$ cat src/rtl/stm_pkg.sv
`timescale 1ns / 1ps
// Shared types, codes and constants for the stepper trapezoid motion unit.
// No dependencies; compiled first.
package stm_pkg;

  // Position register width (16 to 32); the position port is always 32 bits.
  localparam int POS_W = 32;
  // Driver variant selects the eighth-step microstep pin code.
  localparam int DRIVER_VARIANT = 1;

  localparam int CFG_W  = 16;              // widest configuration register
  localparam int DIV_W  = 16;              // ramp divide width
  localparam int DCNT_W = $clog2(DIV_W + 1);
  localparam int TICK_W = 32;

  localparam logic [2:0] MS_HALF   = 3'd1;
  localparam logic [2:0] MS_EIGHTH = (DRIVER_VARIANT != 0) ? 3'd7 : 3'd3;

  // Command codes
  typedef enum logic [2:0] {
    CMD_TICK  = 3'd0,
    CMD_ABS   = 3'd1,
    CMD_REL   = 3'd2,
    CMD_HOME  = 3'd3,
    CMD_LIMIT = 3'd4
  } cmd_t;

  // Motion mode codes, shown on motion_state
  typedef enum logic [1:0] {
    MODE_STOPPED = 2'd0,
    MODE_HOMING  = 2'd1,
    MODE_FWD     = 2'd2,
    MODE_BWD     = 2'd3
  } mode_t;

  // Configuration register indexes
  typedef enum logic [2:0] {
    REG_ACCEL_DIST   = 3'd0,
    REG_ACCEL_PERIOD = 3'd1,
    REG_CRUISE       = 3'd2,
    REG_HOME_PERIOD  = 3'd3,
    REG_DRV_ENABLE   = 3'd4,
    REG_DRV_AWAKE    = 3'd5
  } cfg_idx_t;

  // One result transaction
  typedef struct packed {
    logic               step_pulse;
    logic               direction;
    logic signed [31:0] position;
    logic [1:0]         motion_state;
    logic [2:0]         microstep_select;
    logic               reset_pulse;
    logic               fault;
    logic               enable_n;
    logic               sleep_n;
  } stm_result_t;

endpackage

$ cat src/rtl/stm_in_if.sv
`timescale 1ns / 1ps
// Input channel: valid/ready handshake carrying one command transaction.
// Depends on nothing.
interface stm_in_if;
  logic               valid;
  logic               ready;
  logic [2:0]         command;
  logic signed [31:0] target;
  logic               fault_in;

  modport source (output valid, command, target, fault_in, input ready);
  modport sink   (input valid, command, target, fault_in, output ready);
endinterface

$ cat src/rtl/stm_out_if.sv
`timescale 1ns / 1ps
// Result channel: valid/ready handshake carrying one result transaction.
// Depends on nothing.
interface stm_out_if;
  logic               valid;
  logic               ready;
  logic               step_pulse;
  logic               direction;
  logic signed [31:0] position;
  logic [1:0]         motion_state;
  logic [2:0]         microstep_select;
  logic               reset_pulse;
  logic               fault;
  logic               enable_n;
  logic               sleep_n;

  modport source (output valid, step_pulse, direction, position, motion_state,
                  microstep_select, reset_pulse, fault, enable_n, sleep_n,
                  input ready);
  modport sink   (input valid, step_pulse, direction, position, motion_state,
                  microstep_select, reset_pulse, fault, enable_n, sleep_n,
                  output ready);
endinterface

$ cat src/rtl/stepper_trapezoid_motion_unit.sv
`timescale 1ns / 1ps
// Stepper step/direction generator with trapezoidal ramp, top level.
// Depends on stm_pkg, stm_in_if and stm_out_if.

// Each command transaction produces exactly one result transaction. The
// block takes one transaction at a time. A tick inside the ramp zone of a
// move passes through acceptance, a state for the distance, the restoring
// divider that forms distance / cruise_period, and a state to update state.
// Every other command skips the divider (accept, distance check, update).
// A finished result sits in an output register, so the next command is
// taken while it waits; only a second finished result stalls on it.
// Configuration writes take effect at once and belong in idle periods.
module stepper_trapezoid_motion_unit (
  input  logic                      clk,
  input  logic                      rst_n,
  stm_in_if.sink                    in_if,
  stm_out_if.source                 out_if,
  input  logic                      cfg_we,
  input  logic [2:0]                cfg_index,
  input  logic [stm_pkg::CFG_W-1:0] cfg_wdata
);
  import stm_pkg::*;

  typedef enum logic [3:0] {
    S_IDLE  = 4'b0001,
    S_DIST  = 4'b0010,
    S_DIV   = 4'b0100,
    S_APPLY = 4'b1000
  } seq_state_t;

  // Configuration registers
  logic [15:0] accel_dist_r, accel_period_r, cruise_r, home_period_r;
  logic        drv_enable_r, drv_awake_r;

  // Sequencer and captured transaction
  seq_state_t         state_r, state_nxt;
  logic [2:0]         cmd_r;
  logic [POS_W-1:0]   tgt_r;
  logic               fault_r;

  // Divider
  logic [DIV_W-1:0]   quo_r, quo_nxt, rem_r, rem_nxt;
  logic [DCNT_W-1:0]  cnt_r, cnt_nxt;
  logic               ramp_r, ramp_nxt;

  // Motion state
  mode_t              mode_r, mode_nxt;
  logic [POS_W-1:0]   pos_r, pos_nxt, dest_r, dest_nxt, start_r, start_nxt;
  logic [TICK_W-1:0]  tc_r, tc_nxt;
  logic [2:0]         pins_r, pins_nxt;
  logic               dir_r, dir_nxt;

  // Output register
  logic               out_valid_r, out_valid_nxt;
  stm_result_t        res_r, res_nxt;

  logic               moving, fwd, in_fire, out_free;
  logic [POS_W-1:0]   to_end, from_start, near_dist, new_dest;
  logic [DIV_W:0]     div_shift, div_diff;
  logic [15:0]        period;
  logic [TICK_W-1:0]  tc_inc;
  logic               step, rst_pulse;

  assign in_fire  = in_if.valid && in_if.ready;
  assign out_free = !out_valid_r || out_if.ready;
  assign in_if.ready = (state_r == S_IDLE);

  assign fwd    = (mode_r == MODE_FWD);
  assign moving = (mode_r == MODE_FWD) || (mode_r == MODE_BWD);

  // Distance to the end and from the start, smaller of the two
  always_comb begin
    if (fwd) begin
      to_end     = dest_r - pos_r;
      from_start = pos_r - start_r;
    end else begin
      to_end     = pos_r - dest_r;
      from_start = start_r - pos_r;
    end
    near_dist = (to_end < from_start) ? to_end : from_start;
  end

  // Subtractor: one restoring divide step
  assign div_shift = {rem_r, quo_r[DIV_W-1]};
  assign div_diff  = div_shift - {1'b0, cruise_r};

  // Step period for this tick; a quotient at or above accel_period clamps to zero
  assign period = !ramp_r ? cruise_r :
                  (accel_period_r > quo_r) ? (accel_period_r - quo_r) : 16'd0;
  assign tc_inc   = tc_r + TICK_W'(1);
  assign new_dest = dest_r + tgt_r;

  // Sequencer and state update
  always_comb begin
    state_nxt     = state_r;
    quo_nxt       = quo_r;
    rem_nxt       = rem_r;
    cnt_nxt       = cnt_r;
    ramp_nxt      = ramp_r;
    mode_nxt      = mode_r;
    pos_nxt       = pos_r;
    dest_nxt      = dest_r;
    start_nxt     = start_r;
    tc_nxt        = tc_r;
    pins_nxt      = pins_r;
    dir_nxt       = dir_r;
    out_valid_nxt = out_valid_r && !out_if.ready;
    res_nxt       = res_r;
    step          = 1'b0;
    rst_pulse     = 1'b0;

    case (state_r)
      S_IDLE: begin
        if (in_fire) state_nxt = S_DIST;
      end
      S_DIST: begin
        ramp_nxt = 1'b0;
        state_nxt = S_APPLY;
        if (cmd_r == CMD_TICK && moving && pos_r != dest_r &&
            near_dist < POS_W'(accel_dist_r)) begin
          ramp_nxt  = 1'b1;
          quo_nxt   = near_dist[DIV_W-1:0];
          rem_nxt   = '0;
          cnt_nxt   = DCNT_W'(DIV_W);
          state_nxt = S_DIV;
        end
      end
      S_DIV: begin
        if (!div_diff[DIV_W]) begin
          rem_nxt = div_diff[DIV_W-1:0];
          quo_nxt = {quo_r[DIV_W-2:0], 1'b1};
        end else begin
          rem_nxt = div_shift[DIV_W-1:0];
          quo_nxt = {quo_r[DIV_W-2:0], 1'b0};
        end
        cnt_nxt = cnt_r - DCNT_W'(1);
        if (cnt_r == DCNT_W'(1)) state_nxt = S_APPLY;
      end
      S_APPLY: begin
        if (out_free) begin
          case (cmd_t'(cmd_r))
            CMD_TICK: begin
              if (mode_r == MODE_HOMING) begin
                tc_nxt = tc_inc;
                if (tc_inc >= TICK_W'(home_period_r)) begin
                  tc_nxt  = '0;
                  dir_nxt = 1'b0;
                  step    = 1'b1;
                end
              end else if (moving) begin
                if (pos_r == dest_r) begin
                  mode_nxt = MODE_STOPPED;
                end else begin
                  tc_nxt = tc_inc;
                  if (tc_inc >= TICK_W'(period)) begin
                    tc_nxt  = '0;
                    dir_nxt = fwd;
                    pos_nxt = fwd ? pos_r + POS_W'(1) : pos_r - POS_W'(1);
                    step    = 1'b1;
                  end
                end
              end
            end
            CMD_ABS: begin
              start_nxt = pos_r;
              dest_nxt  = tgt_r;
              mode_nxt  = ($signed(tgt_r) < $signed(pos_r)) ? MODE_BWD : MODE_FWD;
            end
            CMD_REL: begin
              start_nxt = pos_r;
              dest_nxt  = new_dest;
              mode_nxt  = ($signed(new_dest) < $signed(pos_r)) ? MODE_BWD : MODE_FWD;
            end
            CMD_HOME: begin
              pins_nxt = MS_EIGHTH;
              mode_nxt = MODE_HOMING;
            end
            CMD_LIMIT: begin
              mode_nxt  = MODE_STOPPED;
              pos_nxt   = '0;
              pins_nxt  = MS_HALF;
              rst_pulse = 1'b1;
            end
            default: begin
            end
          endcase
          res_nxt.step_pulse       = step;
          res_nxt.direction        = dir_nxt;
          res_nxt.position         = 32'(signed'(pos_nxt));
          res_nxt.motion_state     = mode_nxt;
          res_nxt.microstep_select = pins_nxt;
          res_nxt.reset_pulse      = rst_pulse;
          res_nxt.fault            = fault_r;
          res_nxt.enable_n         = !drv_enable_r;
          res_nxt.sleep_n          = drv_awake_r;
          out_valid_nxt            = 1'b1;
          state_nxt                = S_IDLE;
        end
      end
      default: state_nxt = S_IDLE;
    endcase
  end

  // Control and motion state
  always_ff @(posedge clk) begin
    if (!rst_n) begin
      state_r     <= S_IDLE;
      mode_r      <= MODE_HOMING;
      pos_r       <= '0;
      dest_r      <= '0;
      start_r     <= '0;
      tc_r        <= '0;
      pins_r      <= MS_EIGHTH;
      dir_r       <= 1'b0;
      out_valid_r <= 1'b0;
    end else begin
      state_r     <= state_nxt;
      mode_r      <= mode_nxt;
      pos_r       <= pos_nxt;
      dest_r      <= dest_nxt;
      start_r     <= start_nxt;
      tc_r        <= tc_nxt;
      pins_r      <= pins_nxt;
      dir_r       <= dir_nxt;
      out_valid_r <= out_valid_nxt;
    end
  end

  // Payload: captured transaction, divider, result
  always_ff @(posedge clk) begin
    if (in_fire) begin
      cmd_r   <= in_if.command;
      tgt_r   <= in_if.target[POS_W-1:0];
      fault_r <= in_if.fault_in;
    end
    quo_r  <= quo_nxt;
    rem_r  <= rem_nxt;
    cnt_r  <= cnt_nxt;
    ramp_r <= ramp_nxt;
    res_r  <= res_nxt;
  end

  // Configuration registers
  always_ff @(posedge clk) begin
    if (!rst_n) begin
      accel_dist_r   <= 16'd100;
      accel_period_r <= 16'd50;
      cruise_r       <= 16'd5;
      home_period_r  <= 16'd10;
      drv_enable_r   <= 1'b1;
      drv_awake_r    <= 1'b1;
    end else if (cfg_we) begin
      case (cfg_idx_t'(cfg_index))
        REG_ACCEL_DIST:   accel_dist_r   <= cfg_wdata;
        REG_ACCEL_PERIOD: accel_period_r <= cfg_wdata;
        REG_CRUISE:       cruise_r       <= cfg_wdata;
        REG_HOME_PERIOD:  home_period_r  <= cfg_wdata;
        REG_DRV_ENABLE:   drv_enable_r   <= cfg_wdata[0];
        REG_DRV_AWAKE:    drv_awake_r    <= cfg_wdata[0];
        default: begin
        end
      endcase
    end
  end

  // Result channel
  assign out_if.valid            = out_valid_r;
  assign out_if.step_pulse       = res_r.step_pulse;
  assign out_if.direction        = res_r.direction;
  assign out_if.position         = res_r.position;
  assign out_if.motion_state     = res_r.motion_state;
  assign out_if.microstep_select = res_r.microstep_select;
  assign out_if.reset_pulse      = res_r.reset_pulse;
  assign out_if.fault            = res_r.fault;
  assign out_if.enable_n         = res_r.enable_n;
  assign out_if.sleep_n          = res_r.sleep_n;

endmodule

$ cat src/flat_wrapper.sv
// flat-port wrapper written by rule: the top's interface ports become plain ports
module stepper_trapezoid_motion_unit_flat import stm_pkg::*;
  (clk, rst_n, cfg_we, cfg_index, cfg_wdata, in_if_valid, in_if_command, in_if_target, in_if_fault_in, in_if_ready, out_if_valid, out_if_step_pulse, out_if_direction, out_if_position, out_if_motion_state, out_if_microstep_select, out_if_reset_pulse, out_if_fault, out_if_enable_n, out_if_sleep_n, out_if_ready);
  stm_in_if in_if_i ();
  stm_out_if out_if_i ();
  input  logic clk;
  input  logic rst_n;
  input  logic cfg_we;
  input  logic [2:0] cfg_index;
  input  logic [stm_pkg::CFG_W-1:0] cfg_wdata;
  input wire logic [$bits(in_if_i.valid)-1:0] in_if_valid;
  input wire logic [$bits(in_if_i.command)-1:0] in_if_command;
  input wire logic [$bits(in_if_i.target)-1:0] in_if_target;
  input wire logic [$bits(in_if_i.fault_in)-1:0] in_if_fault_in;
  output wire logic [$bits(in_if_i.ready)-1:0] in_if_ready;
  output wire logic [$bits(out_if_i.valid)-1:0] out_if_valid;
  output wire logic [$bits(out_if_i.step_pulse)-1:0] out_if_step_pulse;
  output wire logic [$bits(out_if_i.direction)-1:0] out_if_direction;
  output wire logic [$bits(out_if_i.position)-1:0] out_if_position;
  output wire logic [$bits(out_if_i.motion_state)-1:0] out_if_motion_state;
  output wire logic [$bits(out_if_i.microstep_select)-1:0] out_if_microstep_select;
  output wire logic [$bits(out_if_i.reset_pulse)-1:0] out_if_reset_pulse;
  output wire logic [$bits(out_if_i.fault)-1:0] out_if_fault;
  output wire logic [$bits(out_if_i.enable_n)-1:0] out_if_enable_n;
  output wire logic [$bits(out_if_i.sleep_n)-1:0] out_if_sleep_n;
  input wire logic [$bits(out_if_i.ready)-1:0] out_if_ready;
  assign in_if_i.valid = in_if_valid;
  assign in_if_i.command = in_if_command;
  assign in_if_i.target = in_if_target;
  assign in_if_i.fault_in = in_if_fault_in;
  assign in_if_ready = in_if_i.ready;
  assign out_if_valid = out_if_i.valid;
  assign out_if_step_pulse = out_if_i.step_pulse;
  assign out_if_direction = out_if_i.direction;
  assign out_if_position = out_if_i.position;
  assign out_if_motion_state = out_if_i.motion_state;
  assign out_if_microstep_select = out_if_i.microstep_select;
  assign out_if_reset_pulse = out_if_i.reset_pulse;
  assign out_if_fault = out_if_i.fault;
  assign out_if_enable_n = out_if_i.enable_n;
  assign out_if_sleep_n = out_if_i.sleep_n;
  assign out_if_i.ready = out_if_ready;
  stepper_trapezoid_motion_unit u_core (.clk(clk), .rst_n(rst_n), .in_if(in_if_i), .out_if(out_if_i), .cfg_we(cfg_we), .cfg_index(cfg_index), .cfg_wdata(cfg_wdata));
endmodule
$ cat config.mk
export PLATFORM = sky130hd
export DESIGN_NAME = stepper_trapezoid_motion_unit_flat
export DESIGN_NICKNAME = d
export VERILOG_FILES = /design/src/rtl/stm_pkg.sv /design/src/rtl/stm_in_if.sv /design/src/rtl/stm_out_if.sv /design/src/rtl/stepper_trapezoid_motion_unit.sv /design/src/flat_wrapper.sv
export SDC_FILE = /design/constraint.sdc
export NUM_CORES = 1
export LEC_CHECK = 0
export ABC_CLOCK_PERIOD_IN_PS = 8500
export BUFFER_PORTS_ARGS = -buffer_cell sky130_fd_sc_hd__buf_2
export CORE_MARGIN = 10
export CORE_UTILIZATION = 30
export CTS_CLUSTER_DIAMETER = 100
export DETAILED_ROUTE_END_ITERATION = 16
export PLACE_DENSITY = 0.55
export REMOVE_ABC_BUFFERS = 1
export SLEW_MARGIN = 30
export SYNTH_ARGS = -nofsm -noshare
export SYNTH_HDL_FRONTEND = slang
export SYNTH_SLANG_ARGS = --single-unit
$ cat constraint.sdc
create_clock -name clk -period 8.5 [get_ports clk]
set_clock_uncertainty 0.2 [all_clocks]
set_input_delay 1.7 -clock clk [delete_from_list [all_inputs] [get_ports clk]]
set_output_delay 1.7 -clock clk [all_outputs]
set_load 0.05 [all_outputs]
======== Yosys cells after proc, flatten, opt, wreduce, memory -nomap -nowiden ========
Cells that the tools add are included.
storage, ports and cells
  register bits after elaboration ......... 322
  logic and storage cells ................. 153
  bits of input ports ..................... 60
cells by class
  add/subtract/negate cells ............... 11
  reduce and logical (&&, ||, !) cells .... 28
  muxes and demuxes ....................... 52
  order comparisons ....................... 7
  eq/ne operators ......................... 24
operators by type and width
  cell                   number
  $mux 32                13
  $pmux 32 s2            2
  $sub 32x32->32         4
  $lt 32x32->1           3
  $mux 16                5
  $add 32x1->32 const B  2
  $ge 32x16->1           2
  $pmux 16 s2            2
  $add 32x32->32         1
  $eq 32x32->1           1
  $lt 32x16->1           1
  $ne 32x32->1           1
  $sub 32x1->32 const B  1
  $mux 1                 18
  $sub 17x16->17         1
  $gt 16x16->1           1
  $mux 4                 4
  $pmux 4 s4             1
  $reduce_and 2->1       8
  $sub 16x16->16         1
  $eq 3x2->1 const B     4
  $pmux 2 s5             1
  $pmux 5 s2             1
  $eq 3x3->1 const B     3
  22 further kinds       41

======== Logic depth before layout (Yosys ltp) ========
  depth after elaboration ................. 9
  gate-level depth with buffers ........... 35
  depth with buffers taken out ............ 32

======== Worst setup path before layout ========
OpenSTA, ideal clock, no wires.
  kind .................................... register -> register
  start ................................... register u_core.mode_r[0]
  end ..................................... register u_core.cnt_r[0], enable pin
  path buffers ............................ 10
  setup slack ............................. -275 ps
  arrival ................................. 8139 ps
  cell stages (with the launch flop) ...... 32
  setup time .............................. 436 ps
  period minus slack after synthesis ...... 8775 ps
  cell sequence ........................... dfxtp_1 > buf_6 > nand2b_4 > buf_6 > buf_6 > buf_6 > buf_6 > buf_2 > clkbuf_1 > buf_1 > mux2i_1 > xnor2_1 > ha_1 > a211oi_1 > o21ai_0 > nor4_1 > nand2_1 > a31oi_1 > clkbuf_1 > buf_2 > mux2i_1 > ha_1 > a21o_1 > a21oi_1 > nor2b_1 > o21ai_0 > nand2b_1 > a21oi_1 > o221ai_1 > a211oi_2 > o21ai_2 > o21ai_1
on the way
  longest elaborated chain between the ends .. 8
RTL lines
  what                          RTL line                                                                  text
  from (decl)                   stepper_trapezoid_motion_unit.sv:47                                       mode_t mode_r, mode_nxt;
  from (signal assigned)        stepper_trapezoid_motion_unit.sv:218                                      mode_r <= mode_nxt;
  $eq 2x2->1                    stepper_trapezoid_motion_unit.sv:68, stepper_trapezoid_motion_unit.sv:69
  $mux 32                       stepper_trapezoid_motion_unit.sv:73                                       if (fwd) begin
  $lt 32x32->1                  stepper_trapezoid_motion_unit.sv:80                                       near_dist = (to_end < from_start) ? to_end : from_start;
  $mux 32                       stepper_trapezoid_motion_unit.sv:80
  $lt 32x16->1                  stepper_trapezoid_motion_unit.sv:120                                      near_dist < POS_W'(accel_dist_r)) begin
  $logic_and 1x1->1 *           stepper_trapezoid_motion_unit.sv:119                                      if (cmd_r == CMD_TICK && moving && pos_r != dest_r &&
  $ne 2x1->1 (no line) *        --
  $reduce_and 2->1 (no line) *  --
  to (signal assigned)          stepper_trapezoid_motion_unit.sv:238                                      cnt_r <= cnt_nxt;
  to (decl)                     stepper_trapezoid_motion_unit.sv:43                                       logic [DCNT_W-1:0] cnt_r, cnt_nxt;
Mark *: on every way between the ends. The rest lies on a longest branch, timed or not.
A chain may end at the register's enable or synchronous reset.

======== Worst setup path after layout ========
  start ................................... register u_core.pos_r[1]
  end ..................................... register u_core.quo_r[0], enable pin
on the way
  longest elaborated chain between the ends .. 8
RTL lines
  what                                      RTL line                              text
  from (decl)                               stepper_trapezoid_motion_unit.sv:48   logic [POS_W-1:0] pos_r, pos_nxt, dest_r, dest_nxt, start_r, start_nxt;
  from (signal assigned)                    stepper_trapezoid_motion_unit.sv:219  pos_r <= pos_nxt;
  $sub 32x32->32, on equally long branches  --
  $mux 32                                   stepper_trapezoid_motion_unit.sv:73
  $lt 32x32->1                              stepper_trapezoid_motion_unit.sv:80
  $mux 32                                   stepper_trapezoid_motion_unit.sv:80
  $lt 32x16->1                              stepper_trapezoid_motion_unit.sv:120
  $logic_and 1x1->1 *                       stepper_trapezoid_motion_unit.sv:119
  $ne 2x1->1 (no line) *                    --
  $reduce_and 2->1 (no line) *              --
  to (signal assigned)                      stepper_trapezoid_motion_unit.sv:236  quo_r <= quo_nxt;
  to (decl)                                 stepper_trapezoid_motion_unit.sv:42   logic [DIV_W-1:0] quo_r, quo_nxt, rem_r, rem_nxt;
Marked as above.

==> impl_metrics.env <==
export IMPL_die_w_um=321
export IMPL_vias_per_cell=5.33
export IMPL_period_share_pct=87.9
export IMPL_postCtsSetupBuffers=0
export IMPL_crit_path_frequent_cell="a21oi_1"
export IMPL_slowest_delay_ns=0.55
export IMPL_cts_buffer_depth=3
export IMPL_grt_antenna_before_repair=2
export IMPL_num_rows=110
export IMPL_die_h_um=321
export IMPL_total_power_mw=4.13
export IMPL_pre_cts_ws_ns=1.00
export IMPL_grt_pass1_wl_um=142000
export IMPL_synth_cell_types=103
export IMPL_seqCellArea_mm2=0.00762
export IMPL_wl_per_cell_um=20.3
export IMPL_firstDrtPassIters=6
export IMPL_grt_max_degree=72
export IMPL_synth_seq_area_share_pct=28.0
export IMPL_synth_simple_gate_area_share_pct=18.1
export IMPL_slew_viol_final=0
export IMPL_route_detailed_drc=0
export IMPL_synth_top_family_by_area="compound AO/OA/AOI/OAI gates"
export IMPL_required_ns=8.58
export IMPL_final_nets=3815
export IMPL_outcome="finished, final reports clean"
export IMPL_drt_initial_drc_count=1881
export IMPL_finalWeightedCongestion=0.963
export IMPL_cts_resized=0
export IMPL_totalWireLength_um=93100
export IMPL_synth_edf_count=117
export IMPL_tightest_slew_ns=1.00
export IMPL_synth_common_cells="nand2_1, a21oi_1, ha_1"
export IMPL_avgSynthCellArea_um2=8.14
export IMPL_port_buffers=104
export IMPL_yosysMostFrequentCell="nand2_1"
export IMPL_ir_drop_mv=0.129
export IMPL_cts_tree="built"
export IMPL_htreeDepth=2
export IMPL_num_vias=24500
export IMPL_synth_async_sr_flop_share_pct=0
export IMPL_cp_end_kind="register"
export IMPL_hold_viol=0
export IMPL_leakagePower_nw=13.0
export IMPL_clk_root_buffer_cell="clkbuf_16"
export IMPL_r2r_setup_slack_ns=1.03
export IMPL_yosysTopAreaCellShare_pct=16.5
export IMPL_synthAdderAreaFrac_pct=17.1
export IMPL_clkTransAtPathRegs_ns=0.06
export IMPL_fmax_ghz=0.134
export IMPL_rsz0062_at_grt="false"
export IMPL_dp_cells=4518
export IMPL_track_usage_pct=17.4
export IMPL_synthFlopType="dfxtp_1"
export IMPL_synth_top_area_cell="ha_1"
export IMPL_pwr_density_cell_mw_per_mm2=136
export IMPL_crit_path_start_kind="register"
export IMPL_overflow=0
export IMPL_min_path_type="reg -> reg"
export IMPL_fill_cells=9510
export IMPL_synth_compound_area_share_pct=23.8
export IMPL_ys_warn_count=0
export IMPL_grt_pass1_vias=23700
export IMPL_final_cells=4598
export IMPL_synth_seq_cells=322
export IMPL_initial_utilization_pct=30.3
export IMPL_cts_hold_buf=0
export IMPL_antenna_cells=0
export IMPL_crit_slowest_cell="dfxtp_1"
export IMPL_drv_cap=0
export IMPL_cts_sinks=322
export IMPL_path_max_fanout=37
export IMPL_syn_inst=3348
export IMPL_post_dp_hpwl_um=73000
export IMPL_finalCriticalPeriod_ns=7.47
export IMPL_dpl_instance_area_mm2=0.0289
export IMPL_syn_cell_area_mm2=0.0273
export IMPL_postLayoutCellArea_mm2=0.0304
export IMPL_synth_xor_area_share_pct=5.53
export IMPL_layout_setup_ws_ns=1.03
export IMPL_io_pins=105
export IMPL_synth_mux_area_fraction_pct=1.90
export IMPL_core_region_area_mm2=0.0900
export IMPL_relSlewSlack_pct=33.2
export IMPL_numCtsBuffers=43
export IMPL_postRouteAntennaNets=0
export IMPL_worstSkewPairLatency_ns=0.60
export IMPL_area_delta_synth_final_pct=11.5
export IMPL_multi_input_area_mm2=0.0181
export IMPL_setup_viol=0
export IMPL_die_area_mm2=0.103
export IMPL_netlist_top_cells_area="ha_1, dfxtp_1, edfxtp_1"
export IMPL_tns_ns=0
export IMPL_drive_above_1_share_pct=7.92
export IMPL_criticalPathCategory="reg -> reg"
export IMPL_crit_arrival_ns=7.55
## where the power goes
group          switching [mW]  total [mW]  internal, mW
Sequential             0.0267        1.65          1.62
Clock                   0.755        1.92          1.17
Combinational           0.332       0.554         0.222
## flip-flops by register name, indices dropped and copies added, names as in the netlist, 32 cells and up
signal and flops:
u_core.tgt_r 32, u_core.pos_r 32, u_core.dest_r 32, u_core.out_if.position 32
u_core.start_r 32, u_core.tc_r 32
## worst max-delay path: cells and delay by family (launching register included)
family	cells	cell delay [ns]
adder cells (fa/ha/maj)	3	1.04
XOR/XNOR	1	0.24
AND/OR/NAND/NOR	4	0.23
multiplexers	2	0.43
buffers and inverters	3	0.78
flip-flops	1	0.55
AO/OA/AOI/OAI	18	3.65
## kinds of logic (layout without fill, tap and decap cells)
family | after synthesis | count (layout)
simple gates | 1050 | 1050
compound gates | 1015 | 1015
buf+inv | 372 | 446
fa+ha+maj | 368 | 368
flops | 322 | 322
xor+xnor | 170 | 170
mux | 51 | 51
## final cells by class
class / count / share of cell area (%)
clock inverters: 15 / 0.478
repair buffers: 137 / 2.61
well taps: 1176 / 4.84
flip-flops and latches: 322 / 25.1
multi-input cells: 2654 / 59.7
inverters: 229 / 2.84
clock buffers: 65 / 4.47
## metrics by stage
stage | hold slack, ns | util [%]
2_1_floorplan | 0.200 | -
3_3_place_gp | 0.202 | 32.1
3_5_place_dp | 0.221 | 32.1
4_1_cts | 0.235 | 33.8
5_1_grt | 0.248 | 33.8
6_report | 0.231 | 33.8
## placed cells by master (no fill, tap or decap), types with 28 or more instances in the layout
cell type,Yosys,final
nand2_1,451,451
a21oi_1,367,367
ha_1,360,360
inv_1,227,226
nor2_1,208,207
dfxtp_1,205,205
o21ai_0,191,191
edfxtp_1,117,117
xnor2_1,113,113
buf_2,19,104
a21o_1,81,81
nand3_1,69,69
xor2_1,56,56
nand4_1,50,50
clkbuf_16,0,49
mux2i_1,48,48
and3_1,47,47
a211oi_1,47,47
a22o_1,47,47
nand2b_1,41,41
nor3_1,38,36
buf_4,7,31
nor2b_1,30,30
o211ai_1,30,30
a31oi_1,29,28
## layer usage
metal | GRT usage [%] | vias to the layer above | routed length, um
li1 | - | 12200 | -
met1 | 22.6 | 11600 | 42100
met2 | 29.7 | 591 | 44100
met3 | 1.93 | 108 | 3980
met4 | 5.47 | 0 | 2940
met5 | 0 | - | 0
## path summary, 6_finish.rpt
path                   start                  end  cells past startpoint
max          u_core.pos_r[1]      u_core.quo_r[0]                     31
min           u_core.fault_r  u_core.out_if.fault                      0
max reg2reg  u_core.pos_r[1]      u_core.quo_r[0]                     31
min reg2reg   u_core.fault_r  u_core.out_if.fault                      0
No activity file was read; power rests on OpenSTA's default activity.
